**config.mk**
```make
export PLATFORM = sky130hd
export DESIGN_NAME = tilt_compensated_compass_heading
export DESIGN_NICKNAME = d
export VERILOG_FILES = /design/src/rtl/core/cch_pkg.sv /design/src/rtl/core/cch_mul.sv /design/src/rtl/core/cch_cordic.sv /design/src/rtl/core/tilt_compensated_compass_heading.sv
export SDC_FILE = /design/constraint.sdc
export NUM_CORES = 2
export LEC_CHECK = 0
export ABC_AREA = 1
export BUFFER_PORTS_ARGS = -buffer_cell sky130_fd_sc_hd__buf_2
export CORE_MARGIN = 2
export CORE_UTILIZATION = 55
export DETAILED_ROUTE_END_ITERATION = 10
export PLACE_DENSITY = 0.69
export SYNTH_ARGS = -nofsm -noshare
export SYNTH_HDL_FRONTEND = slang
export SYNTH_SLANG_ARGS = --single-unit
```
**constraint.sdc**
```tcl
create_clock -name clk -period 8 [get_ports clk]
set_clock_uncertainty 0.2 [all_clocks]
set_input_delay 1.6 -clock clk [delete_from_list [all_inputs] [get_ports clk]]
set_output_delay 1.6 -clock clk [all_outputs]
set_load 0.01 [all_outputs]
```
**src/rtl/core/cch_pkg.sv**
```systemverilog
// cch_pkg: shared constants, register codes and the arctangent table
// for the tilt-compensated compass heading block. No dependencies.
package cch_pkg;

  localparam int CORDIC_STEPS_DEF = 16;
  localparam int ATAN_DEPTH = 24;
  localparam int DEG180 = 11520;
  localparam int DEG360 = 23040;
  localparam int DEG90  = 5760;
  localparam logic signed [31:0] KQ30 = 32'sd652032874;

  localparam int XY_W = 32;
  localparam int Z_W  = 26;
  localparam int CFG_IDX_W = 3;
  localparam int CFG_DATA_W = 21;

  typedef enum logic [CFG_IDX_W-1:0] {
    REG_GAIN_Y      = 3'd0,
    REG_GAIN_Z      = 3'd1,
    REG_OFFSET_X    = 3'd2,
    REG_OFFSET_Y    = 3'd3,
    REG_OFFSET_Z    = 3'd4,
    REG_HEADING_OFS = 3'd5
  } cfg_reg_t;

  // atan(2^-i) in degrees * 2^16
  function automatic logic [21:0] atan_lut(input logic [4:0] idx);
    logic [21:0] v;
    case (idx)
      5'd0:  v = 22'd2949120;
      5'd1:  v = 22'd1740967;
      5'd2:  v = 22'd919879;
      5'd3:  v = 22'd466945;
      5'd4:  v = 22'd234379;
      5'd5:  v = 22'd117304;
      5'd6:  v = 22'd58666;
      5'd7:  v = 22'd29335;
      5'd8:  v = 22'd14668;
      5'd9:  v = 22'd7334;
      5'd10: v = 22'd3667;
      5'd11: v = 22'd1833;
      5'd12: v = 22'd917;
      5'd13: v = 22'd458;
      5'd14: v = 22'd229;
      5'd15: v = 22'd115;
      5'd16: v = 22'd57;
      5'd17: v = 22'd29;
      5'd18: v = 22'd14;
      5'd19: v = 22'd7;
      5'd20: v = 22'd4;
      5'd21: v = 22'd2;
      5'd22: v = 22'd1;
      default: v = 22'd0;
    endcase
    return v;
  endfunction

endpackage

```
**src/rtl/core/cch_mul.sv**
```systemverilog
// cch_mul: signed 32x32 bit-serial shift-add multiplier, one multiplier
// bit per cycle. Uses cch_pkg.
module cch_mul (
  input  logic                         clk,
  input  logic                         rst,
  input  logic                         start,
  input  logic signed [cch_pkg::XY_W-1:0] a,
  input  logic signed [cch_pkg::XY_W-1:0] b,
  output logic                         done,
  output logic signed [2*cch_pkg::XY_W-1:0] prod
);
  localparam int W = cch_pkg::XY_W;

  logic              busy;
  logic [$clog2(W)-1:0] cnt;
  logic signed [2*W-1:0] acc;
  logic signed [2*W-1:0] ash;
  logic [W-1:0]      bsh;

  always_ff @(posedge clk) begin
    if (rst) begin
      busy <= 1'b0;
      done <= 1'b0;
    end else begin
      done <= 1'b0;
      if (start) begin
        busy <= 1'b1;
      end else if (busy && cnt == $clog2(W)'(W-1)) begin
        busy <= 1'b0;
        done <= 1'b1;
      end
    end
  end

  always_ff @(posedge clk) begin
    if (start) begin
      acc <= '0;
      ash <= (2*W)'(a);
      bsh <= b;
      cnt <= '0;
    end else if (busy) begin
      if (bsh[0]) begin
        // sign bit of b carries negative weight
        if (cnt == $clog2(W)'(W-1)) acc <= acc - ash;
        else acc <= acc + ash;
      end
      ash <= ash <<< 1;
      bsh <= bsh >> 1;
      cnt <= cnt + 1'b1;
    end
  end

  assign prod = acc;

endmodule

```
**src/rtl/core/cch_cordic.sv**
```systemverilog
// cch_cordic: iterative CORDIC, one micro-rotation per cycle, rotation
// or vectoring mode. Uses cch_pkg for widths and the arctangent table.
module cch_cordic #(
  parameter int CORDIC_STEPS = cch_pkg::CORDIC_STEPS_DEF
) (
  input  logic                             clk,
  input  logic                             rst,
  input  logic                             start,
  input  logic                             rotate,
  input  logic signed [cch_pkg::XY_W-1:0]  x0,
  input  logic signed [cch_pkg::XY_W-1:0]  y0,
  input  logic signed [cch_pkg::Z_W-1:0]   z0,
  output logic                             done,
  output logic signed [cch_pkg::XY_W-1:0]  xo,
  output logic signed [cch_pkg::XY_W-1:0]  yo,
  output logic signed [cch_pkg::Z_W-1:0]   zo
);
  localparam int CW = $clog2(CORDIC_STEPS);

  logic          busy;
  logic          mode_rot;
  logic [CW-1:0] cnt;
  logic signed [cch_pkg::XY_W-1:0] x, y, xs, ys;
  logic signed [cch_pkg::Z_W-1:0]  z, t;
  logic [4:0]    idx;
  logic          dir;

  always_comb begin
    idx = 5'(cnt);
    xs  = x >>> idx;
    ys  = y >>> idx;
    t   = cch_pkg::Z_W'(cch_pkg::atan_lut(idx));
    dir = mode_rot ? !z[cch_pkg::Z_W-1] : !(!y[cch_pkg::XY_W-1] && y != '0);
  end

  always_ff @(posedge clk) begin
    if (rst) begin
      busy <= 1'b0;
      done <= 1'b0;
    end else begin
      done <= 1'b0;
      if (start) begin
        busy <= 1'b1;
      end else if (busy && cnt == CW'(CORDIC_STEPS-1)) begin
        busy <= 1'b0;
        done <= 1'b1;
      end
    end
  end

  always_ff @(posedge clk) begin
    if (start) begin
      x <= x0;
      y <= y0;
      z <= z0;
      mode_rot <= rotate;
      cnt <= '0;
    end else if (busy) begin
      if (dir) begin
        x <= x - ys;
        y <= y + xs;
        z <= z - t;
      end else begin
        x <= x + ys;
        y <= y - xs;
        z <= z + t;
      end
      cnt <= cnt + 1'b1;
    end
  end

  assign xo = x;
  assign yo = y;
  assign zo = z;

endmodule

```
**src/rtl/core/tilt_compensated_compass_heading.sv**
```systemverilog
// tilt_compensated_compass_heading: top level, sequencer, registers and
// output stage. Depends on cch_pkg, cch_mul and cch_cordic.
//
// Usage: one input word on s_axis carries raw x, y, z magnetometer words
// and pitch and roll angles (1/64 degree). One output word on m_axis
// carries the wrapped heading, the last in-range heading, and in tuser a
// flag that the heading lies strictly inside +-180 degrees.
// Calibration registers are written on the cfg channel (always ready);
// the user must write them only while idle, unenforced by the block.
// One word at a time: s_axis_tready is high only when no word is in work.
// Each word runs nine products through the shared bit-serial multiplier
// and three passes of the shared CORDIC, the last pass skipped when the
// compensated field is zero.
// The result sits in an output register; a stalled receiver holds it,
// and the next word is accepted meanwhile, its result waiting for the
// register to free.
// Reset (rst, synchronous) restores unity gains, zero offsets, heading
// offset 11200 and clears the filtered heading.
module tilt_compensated_compass_heading #(
  parameter int CORDIC_STEPS = cch_pkg::CORDIC_STEPS_DEF
) (
  input  logic        clk,
  input  logic        rst,
  input  logic        s_axis_tvalid,
  output logic        s_axis_tready,
  // raw_x[15:0], raw_y[31:16], raw_z[47:32], pitch_angle[62:48],
  // roll_angle[77:63], zero [79:78]
  input  logic [79:0] s_axis_tdata,
  output logic        m_axis_tvalid,
  input  logic        m_axis_tready,
  // heading[15:0], filtered_heading_out[30:16], zero [31]
  output logic [31:0] m_axis_tdata,
  // heading_valid[0]
  output logic [0:0]  m_axis_tuser,
  input  logic        cfg_valid,
  output logic        cfg_ready,
  input  logic [cch_pkg::CFG_IDX_W-1:0]  cfg_index,
  input  logic [cch_pkg::CFG_DATA_W-1:0] cfg_data
);
  localparam int W  = cch_pkg::XY_W;
  localparam int ZW = cch_pkg::Z_W;

  typedef enum logic [3:0] {
    S_IDLE, S_CP, S_CR, S_MY, S_MZ, S_SSP, S_CSP, S_OX1, S_OX2, S_OX3,
    S_OY1, S_OY2, S_AT, S_FIN
  } state_t;

  state_t state;
  logic   run;

  logic [15:0] gain_y, gain_z;
  logic signed [20:0] offset_x, offset_y, offset_z;
  logic signed [15:0] heading_ofs;
  logic signed [14:0] filtered_heading;

  logic [15:0] raw_y, raw_z;
  logic signed [14:0] pitch, roll;
  logic signed [21:0] mx;
  logic signed [23:0] my, mz;
  logic signed [W-1:0] sp, cp, sr, cr, ssp, csp, ox, oy;
  logic signed [2*W-1:0] acc;
  logic signed [ZW-1:0] zat;
  logic neg;

  logic mul_start, mul_done;
  logic signed [W-1:0] mul_a, mul_b;
  logic signed [2*W-1:0] prod, sum_p, dif_p;

  logic cor_start, cor_done, cor_rot;
  logic signed [W-1:0] cor_x0, cor_y0, cor_xo, cor_yo;
  logic signed [ZW-1:0] cor_z0, cor_zo;

  logic signed [16:0] ny, nz;
  logic signed [15:0] ang;
  logic ang_neg;
  logic signed [ZW-1:0] at_z0;
  logic signed [W-1:0] at_x0, at_y0;
  logic at_zero;
  logic signed [ZW-1:0] zr;
  logic signed [17:0] h, hw;
  logic hvalid;

  assign cfg_ready = 1'b1;
  assign s_axis_tready = (state == S_IDLE);

  always_ff @(posedge clk) begin
    if (rst) begin
      gain_y <= 16'd16384;
      gain_z <= 16'd16384;
      offset_x <= '0;
      offset_y <= '0;
      offset_z <= '0;
      heading_ofs <= 16'sd11200;
    end else if (cfg_valid) begin
      unique case (cfg_index)
        cch_pkg::REG_GAIN_Y:      gain_y <= cfg_data[15:0];
        cch_pkg::REG_GAIN_Z:      gain_z <= cfg_data[15:0];
        cch_pkg::REG_OFFSET_X:    offset_x <= cfg_data;
        cch_pkg::REG_OFFSET_Y:    offset_y <= cfg_data;
        cch_pkg::REG_OFFSET_Z:    offset_z <= cfg_data;
        cch_pkg::REG_HEADING_OFS: heading_ofs <= cfg_data[15:0];
        default: ;
      endcase
    end
  end

  always_comb begin
    ny = -17'(signed'(raw_y));
    nz = -17'(signed'(raw_z));
    sum_p = acc + prod;
    dif_p = acc - prod;

    ang = (state == S_CP) ? 16'(pitch) : 16'(roll);
    if (ang > 16'sd11520) ang = ang - 16'sd23040;
    if (ang < -16'sd11520) ang = ang + 16'sd23040;
    ang_neg = 1'b0;
    if (ang > 16'sd5760) begin
      ang = ang - 16'sd11520;
      ang_neg = 1'b1;
    end else if (ang < -16'sd5760) begin
      ang = ang + 16'sd11520;
      ang_neg = 1'b1;
    end

    at_zero = (ox == '0) && (oy == '0);
    if (ox[W-1]) begin
      at_z0 = oy[W-1] ? -ZW'(cch_pkg::DEG180 * 1024) : ZW'(cch_pkg::DEG180 * 1024);
      at_x0 = -ox;
      at_y0 = -oy;
    end else begin
      at_z0 = '0;
      at_x0 = ox;
      at_y0 = oy;
    end

    cor_rot = (state != S_AT);
    if (state == S_AT) begin
      cor_x0 = at_x0;
      cor_y0 = at_y0;
      cor_z0 = at_z0;
    end else begin
      cor_x0 = cch_pkg::KQ30;
      cor_y0 = '0;
      cor_z0 = ZW'(ang) <<< 10;
    end

    case (state)
      S_MY:    begin mul_a = W'(ny);  mul_b = W'({1'b0, gain_y}); end
      S_MZ:    begin mul_a = W'(nz);  mul_b = W'({1'b0, gain_z}); end
      S_SSP:   begin mul_a = sr;      mul_b = sp; end
      S_CSP:   begin mul_a = cr;      mul_b = sp; end
      S_OX1:   begin mul_a = W'(mx);  mul_b = cp; end
      S_OX2:   begin mul_a = W'(my);  mul_b = ssp; end
      S_OX3:   begin mul_a = W'(mz);  mul_b = csp; end
      S_OY1:   begin mul_a = W'(my);  mul_b = cr; end
      S_OY2:   begin mul_a = W'(mz);  mul_b = sr; end
      default: begin mul_a = '0;      mul_b = '0; end
    endcase

    mul_start = !run && (state == S_MY || state == S_MZ || state == S_SSP ||
                         state == S_CSP || state == S_OX1 || state == S_OX2 ||
                         state == S_OX3 || state == S_OY1 || state == S_OY2);
    cor_start = !run && (state == S_CP || state == S_CR ||
                         (state == S_AT && !at_zero));

    zr = zat + ZW'(512);
    h  = 18'(heading_ofs) - 18'(zr >>> 10);
    hw = h;
    if (hw < -18'sd11520) hw = hw + 18'sd23040;
    if (hw > 18'sd11520) hw = hw - 18'sd23040;
    hvalid = (hw > -18'sd11520) && (hw < 18'sd11520);
  end

  always_ff @(posedge clk) begin
    if (rst) begin
      state <= S_IDLE;
      run <= 1'b0;
      m_axis_tvalid <= 1'b0;
      filtered_heading <= '0;
    end else begin
      if (m_axis_tvalid && m_axis_tready && state != S_FIN) m_axis_tvalid <= 1'b0;
      if (mul_start || cor_start) run <= 1'b1;
      unique case (state)
        S_IDLE: begin
          if (s_axis_tvalid) begin
            raw_y <= s_axis_tdata[31:16];
            raw_z <= s_axis_tdata[47:32];
            pitch <= s_axis_tdata[62:48];
            roll  <= s_axis_tdata[77:63];
            mx    <= (22'(signed'(s_axis_tdata[15:0])) <<< 4) - 22'(offset_x);
            state <= S_CP;
          end
        end
        S_CP, S_CR: begin
          if (cor_start) neg <= ang_neg;
          if (cor_done) begin
            run <= 1'b0;
            if (state == S_CP) begin
              sp <= neg ? -cor_yo : cor_yo;
              cp <= neg ? -cor_xo : cor_xo;
              state <= S_CR;
            end else begin
              sr <= neg ? -cor_yo : cor_yo;
              cr <= neg ? -cor_xo : cor_xo;
              state <= S_MY;
            end
          end
        end
        S_MY: if (mul_done) begin
          run <= 1'b0; my <= signed'(prod[33:10]) - 24'(offset_y); state <= S_MZ;
        end
        S_MZ: if (mul_done) begin
          run <= 1'b0; mz <= signed'(prod[33:10]) - 24'(offset_z); state <= S_SSP;
        end
        S_SSP: if (mul_done) begin
          run <= 1'b0; ssp <= prod[61:30]; state <= S_CSP;
        end
        S_CSP: if (mul_done) begin
          run <= 1'b0; csp <= prod[61:30]; state <= S_OX1;
        end
        S_OX1: if (mul_done) begin
          run <= 1'b0; acc <= prod; state <= S_OX2;
        end
        S_OX2: if (mul_done) begin
          run <= 1'b0; acc <= sum_p; state <= S_OX3;
        end
        S_OX3: if (mul_done) begin
          run <= 1'b0; ox <= dif_p[61:30]; state <= S_OY1;
        end
        S_OY1: if (mul_done) begin
          run <= 1'b0; acc <= prod; state <= S_OY2;
        end
        S_OY2: if (mul_done) begin
          run <= 1'b0; oy <= sum_p[61:30]; state <= S_AT;
        end
        S_AT: begin
          if (!run && at_zero) begin
            zat <= '0;
            state <= S_FIN;
          end else if (cor_done) begin
            run <= 1'b0;
            zat <= cor_zo;
            state <= S_FIN;
          end
        end
        S_FIN: begin
          if (!m_axis_tvalid || m_axis_tready) begin
            m_axis_tvalid <= 1'b1;
            m_axis_tdata[15:0] <= hw[15:0];
            m_axis_tdata[31] <= 1'b0;
            m_axis_tuser[0] <= hvalid;
            if (hvalid) begin
              filtered_heading <= hw[14:0];
              m_axis_tdata[30:16] <= hw[14:0];
            end else begin
              m_axis_tdata[30:16] <= filtered_heading;
            end
            state <= S_IDLE;
          end
        end
        default: state <= S_IDLE;
      endcase
    end
  end

  cch_mul u_mul (
    .clk   (clk),
    .rst   (rst),
    .start (mul_start),
    .a     (mul_a),
    .b     (mul_b),
    .done  (mul_done),
    .prod  (prod)
  );

  cch_cordic #(.CORDIC_STEPS(CORDIC_STEPS)) u_cordic (
    .clk    (clk),
    .rst    (rst),
    .start  (cor_start),
    .rotate (cor_rot),
    .x0     (cor_x0),
    .y0     (cor_y0),
    .z0     (cor_z0),
    .done   (cor_done),
    .xo     (cor_xo),
    .yo     (cor_yo),
    .zo     (cor_zo)
  );

`ifndef SYNTH
  a_filt_tracks: assert property (@(posedge clk) disable iff (rst)
    m_axis_tvalid && m_axis_tuser[0] |-> m_axis_tdata[30:16] == m_axis_tdata[14:0])
    else $error("filtered heading differs from in-range heading");

  a_valid_range: assert property (@(posedge clk) disable iff (rst)
    m_axis_tvalid |-> m_axis_tuser[0] ==
      ($signed(m_axis_tdata[15:0]) > -16'sd11520 &&
       $signed(m_axis_tdata[15:0]) < 16'sd11520))
    else $error("heading flag disagrees with heading");

  a_busy_after_accept: assert property (@(posedge clk) disable iff (rst)
    s_axis_tvalid && s_axis_tready |=> !s_axis_tready)
    else $error("block ready again right after accepting a word");
`endif

endmodule

```
==> impl_table.tex <==
\begin{tabular}{lr}
\hline
Metric & Value \\
\hline
\multicolumn{2}{l}{\textbf{Outcome}} \\
Result of the run & completed \\
\multicolumn{2}{l}{\textbf{Timing}} \\
Slew at the pin closest to its max-slew limit & 1.37 ns \\
Setup total negative slack & 0 ns \\
Setup repair after global routing missed its margin & false \\
Post-route clock period utilization & 89.3\% \\
Setup violation total in the final timing report & 0 \\
Fin crit period & 7.15 ns \\
Worst relative slew slack & approximately 8.8\% \\
Fin. max-slew vios & 0 \\
FMAX & 140 MHz \\
Final critical-path setup slack & 0.854 ns \\
Hold Vio Cnt, Final & 0 \\
\multicolumn{2}{l}{\textbf{Cells and area}} \\
Post-layout instance count excluding filler cells & 9764 \\
Leading cell types in the layout, fill and taps excluded & 1558 x sky130\_fd\_sc\_hd\_\_nand2\_1, 1157 x sky130\_fd\_sc\_hd\_\_inv\_1, 776 x sky130\_fd\_sc\_hd\_\_nor2\_1 \\
Area growth, synth to finish & 9.17\% \\
Filler cell count & 10400 \\
Final Net Count & 8657 \\
Most common cell after layout, fill and taps aside & sky130\_fd\_sc\_hd\_\_nand2\_1 \\
Finished Cell Area & 69300 um\^{}2 \\
Fraction of final layout cells with drive strength greater than 1 & 6.17\% \\
\multicolumn{2}{l}{\textbf{Power and ir drop}} \\
Leakage power summed over all cells & roughly 30 nW \\
Peak supply drop & 0.327 mV \\
Sum of internal, switching and leakage power & roughly 0.033 W \\
PD cells & 473 nW/um\^{}2 \\
\multicolumn{2}{l}{\textbf{Routing}} \\
Via density & 5.81 \\
Post-DRT Antenna Nets & 0 \\
Final routed wirelength across all metal layers & roughly 210 mm \\
Vias after detailed routing & between 50000 and 60000 \\
Met1 wire length & 89.2 mm \\
Detailed-routing iteration count for the pre-antenna-repair pass & 6 \\
Iteration-0 DRC count of the detailed router & 5897 \\
Met2 routed wirelength & 97.8 mm \\
Top routing layer used & met5 \\
Number of remaining DRC errors & 0 \\
Routed length per instance & 21.9 um \\
Amount of wire on met3 after detailed routing & roughly 17 mm \\
\multicolumn{2}{l}{\textbf{Worst setup path}} \\
Critical-path top delay cell & sky130\_fd\_sc\_hd\_\_o41ai\_2 \\
Kind of end point of the critical path & flop \\
Number of buffer and inverter stages on the critical path & 7 \\
Delay of the slowest critical-path stage & 0.50 ns \\
CP arrival & 7.36 ns \\
CP Depth & 38 \\
Most used cell along the critical path & sky130\_fd\_sc\_hd\_\_nand2\_1 \\
Reg2Reg Depth & 38 \\
Gate family responsible for the most delay along the worst path & simple AND/OR/NAND/NOR gates \\
Critical path fanouts, max & 43 \\
Critical Path Source Type & flop \\
Classification of the worst setup path & flop to flop \\
Critical path data required time & 8.21 ns \\
\multicolumn{2}{l}{\textbf{Min path}} \\
Class of the worst hold path & flop to flop \\
Hold path depth & 0 \\
\multicolumn{2}{l}{\textbf{Yosys}} \\
Yosys synthesis warning count & 0 \\
Average instance area after synthesis & 7.82 um\^{}2 \\
Dominant register cell in the synthesized netlist & sky130\_fd\_sc\_hd\_\_edfxtp\_1 \\
Biggest area consumer among synthesized cells & sky130\_fd\_sc\_hd\_\_edfxtp\_1 \\
Ys async rst share & 0\% \\
Share of Yosys cell area claimed by the top area cell type & 32.4\% \\
Net count of the mapped netlist & around 8600 \\
Ranking of synthesized cells by area & sky130\_fd\_sc\_hd\_\_edfxtp\_1 32\%, sky130\_fd\_sc\_hd\_\_nand2\_1 9.2\%, sky130\_fd\_sc\_hd\_\_ha\_1 7.5\%, sky130\_fd\_sc\_hd\_\_dfxtp\_1 7.2\%, sky130\_fd\_sc\_hd\_\_inv\_1 6.9\% \\
Mapped Cells & 8123 \\
Number of enable-type register cells in the synthesized netlist & 685 \\
Unique cell type count in the Yosys netlist & 73 \\
Register area share after synthesis & 39.6\% \\
Post-Synthesis Cell Area & approximately 63000 um\^{}2 \\
Seq cells post-synth & roughly 910 \\
\multicolumn{2}{l}{\textbf{Place}} \\
Routability congestion estimate & 0.999 \\
Count of port buffers added during placement & 140 \\
Dpl cells & 9569 \\
Post-DP HPWL & 165 mm \\
Placed inst area & between 60000 and 70000 um\^{}2 \\
Pre-CTS setup slack & 0.832 ns \\
\multicolumn{2}{l}{\textbf{Floorplanning}} \\
Die Ht & 344 um \\
IO Pins & about 150 \\
Area of the core & between 100000 and 150000 um\^{}2 \\
Number of placement rows & $\sim$120 \\
Horizontal die dimension & 344 um \\
Starting density of the core & 55.5\% \\
Die Outline Area & 118000 um\^{}2 \\
\multicolumn{2}{l}{\textbf{Clock network}} \\
Clock tree from TritonCTS & done \\
CTS H-tree lvls & 3 \\
Count of hold-fix buffers inserted at cts & 0 \\
Clock buffers created by TritonCTS & roughly 100 \\
Sinks on the clock net & 914 \\
Clk Tree Root Cell & sky130\_fd\_sc\_hd\_\_clkbuf\_16 \\
Clk\_lat worst skew & 0.75 ns \\
Buffers from clock root to sink, at most & 3 \\
Clock transition at the registers of the reported paths & 0.07 ns \\
\multicolumn{2}{l}{\textbf{Global routing}} \\
Antenna violations before repair & 18 \\
Remaining Overflow, GRT & 0 \\
Vias in the first global route & approximately 53000 \\
Largest net degree at the start of global routing & 75 \\
GRT Overall Usage & 35.5\% \\
Wire length of the first global-routing pass & 318 mm \\
\multicolumn{2}{l}{\textbf{Flow run}} \\
Reported max-cap violation count & 0 \\
\hline
\end{tabular}
## Yosys cell counts (all sizes together), types with 128 or more instances
cell    count
edfxtp    685
nand2    1592
clkbuf    211
xnor2     128
ha        379
xor2      399
dfxtp     229
nor2      799
inv      1178
a21oi     634
nand3     273
o21ai     679
## sequential cells by signal (all words and copies together) (netlist names), 17 cells and up
name          flops
acc              62
u_mul.ash        62
u_mul.prod       62
cp               32
cr               32
csp              32
ox               32
oy               32
sp               32
sr               32
ssp              32
u_cordic.xo      32
u_cordic.yo      32
u_mul.bsh        32
m_axis_tdata     31
u_cordic.zo      26
my               24
mz               24
mx               22
u_cordic.t       22
offset_x         21
offset_y         21
offset_z         21
zat              17
## worst paths after layout
path / startpoint / endpoint / slack [ns]
hold / removal: offset_x[0] / mx[0] / 0.25
setup / recovery: u_cordic.yo[1] / u_cordic.xo[30] / 0.85
hold reg to reg: offset_x[0] / mx[0] / 0.25
setup reg to reg: u_cordic.yo[1] / u_cordic.xo[30] / 0.85
## per-layer routing
metal,track usage (%),vias to the layer above
met4,15.8,4
met3,4.28,423
met5,0,-
met2,57.9,2327
li1,-,27400
met1,47.6,26600
## worst reg2reg max path: cells and delay by family (launching register included)
kind                     cells  cell delay [ns]
AND/OR/NAND/NOR             20             2.46
AO/OA/AOI/OAI                8             2.08
buffers and inverters        7             1.03
flip-flops                   1             0.48
adder cells (fa/ha/maj)      2             0.46
XOR/XNOR                     1             0.16
## area by class of cell
type / instances / area, um^2 / area share (%)
diodes: 1 / 2.50 / 0.00361
clock buffers: 130 / 2800 / 4.04
clock inverters: 64 / 860 / 1.24
inverters: 1185 / 4450 / 6.42
multi-input cells: 5750 / 32900 / 47.5
flip-flops and latches: 914 / 25200 / 36.3
well taps: 1512 / 1890 / 2.73
repair buffers: 208 / 1210 / 1.75
## report_power, final
part	internal [W]	leakage [nW]	switching [W]
clock network	0.00294	1.78	0.00218
registers	0.00717	8.18	0.00123
logic	0.00664	20.8	0.0126
total	0.0168	30.7	0.0160
## stage by stage
stage                     hold slack (ns)  util [%]
after detailed placement            0.249      57.4
after global placement              0.244      57.4
after floorplan                     0.228         -
after global routing                0.276      60.6
after CTS                           0.251      60.6
final                               0.253      60.6
## cell families after synthesis
kind of cell / after synthesis / share of synthesized area [%]
compound gates: 1832 / 16.6
xor+xnor: 527 / 7.31
fa+ha+maj: 387 / 7.72
buf+inv: 1459 / 8.74
flops: 914 / 39.6
mux: 38 / 0.599
other cells: 2 / 0.0118
simple gates: 2964 / 19.4
## timing repair
action	in CTS	in global routing
endpoints found under the setup margin	0	1
gates resized for setup	0	1
buffers inserted	0	0
Power figures use the tool's default switching activity.
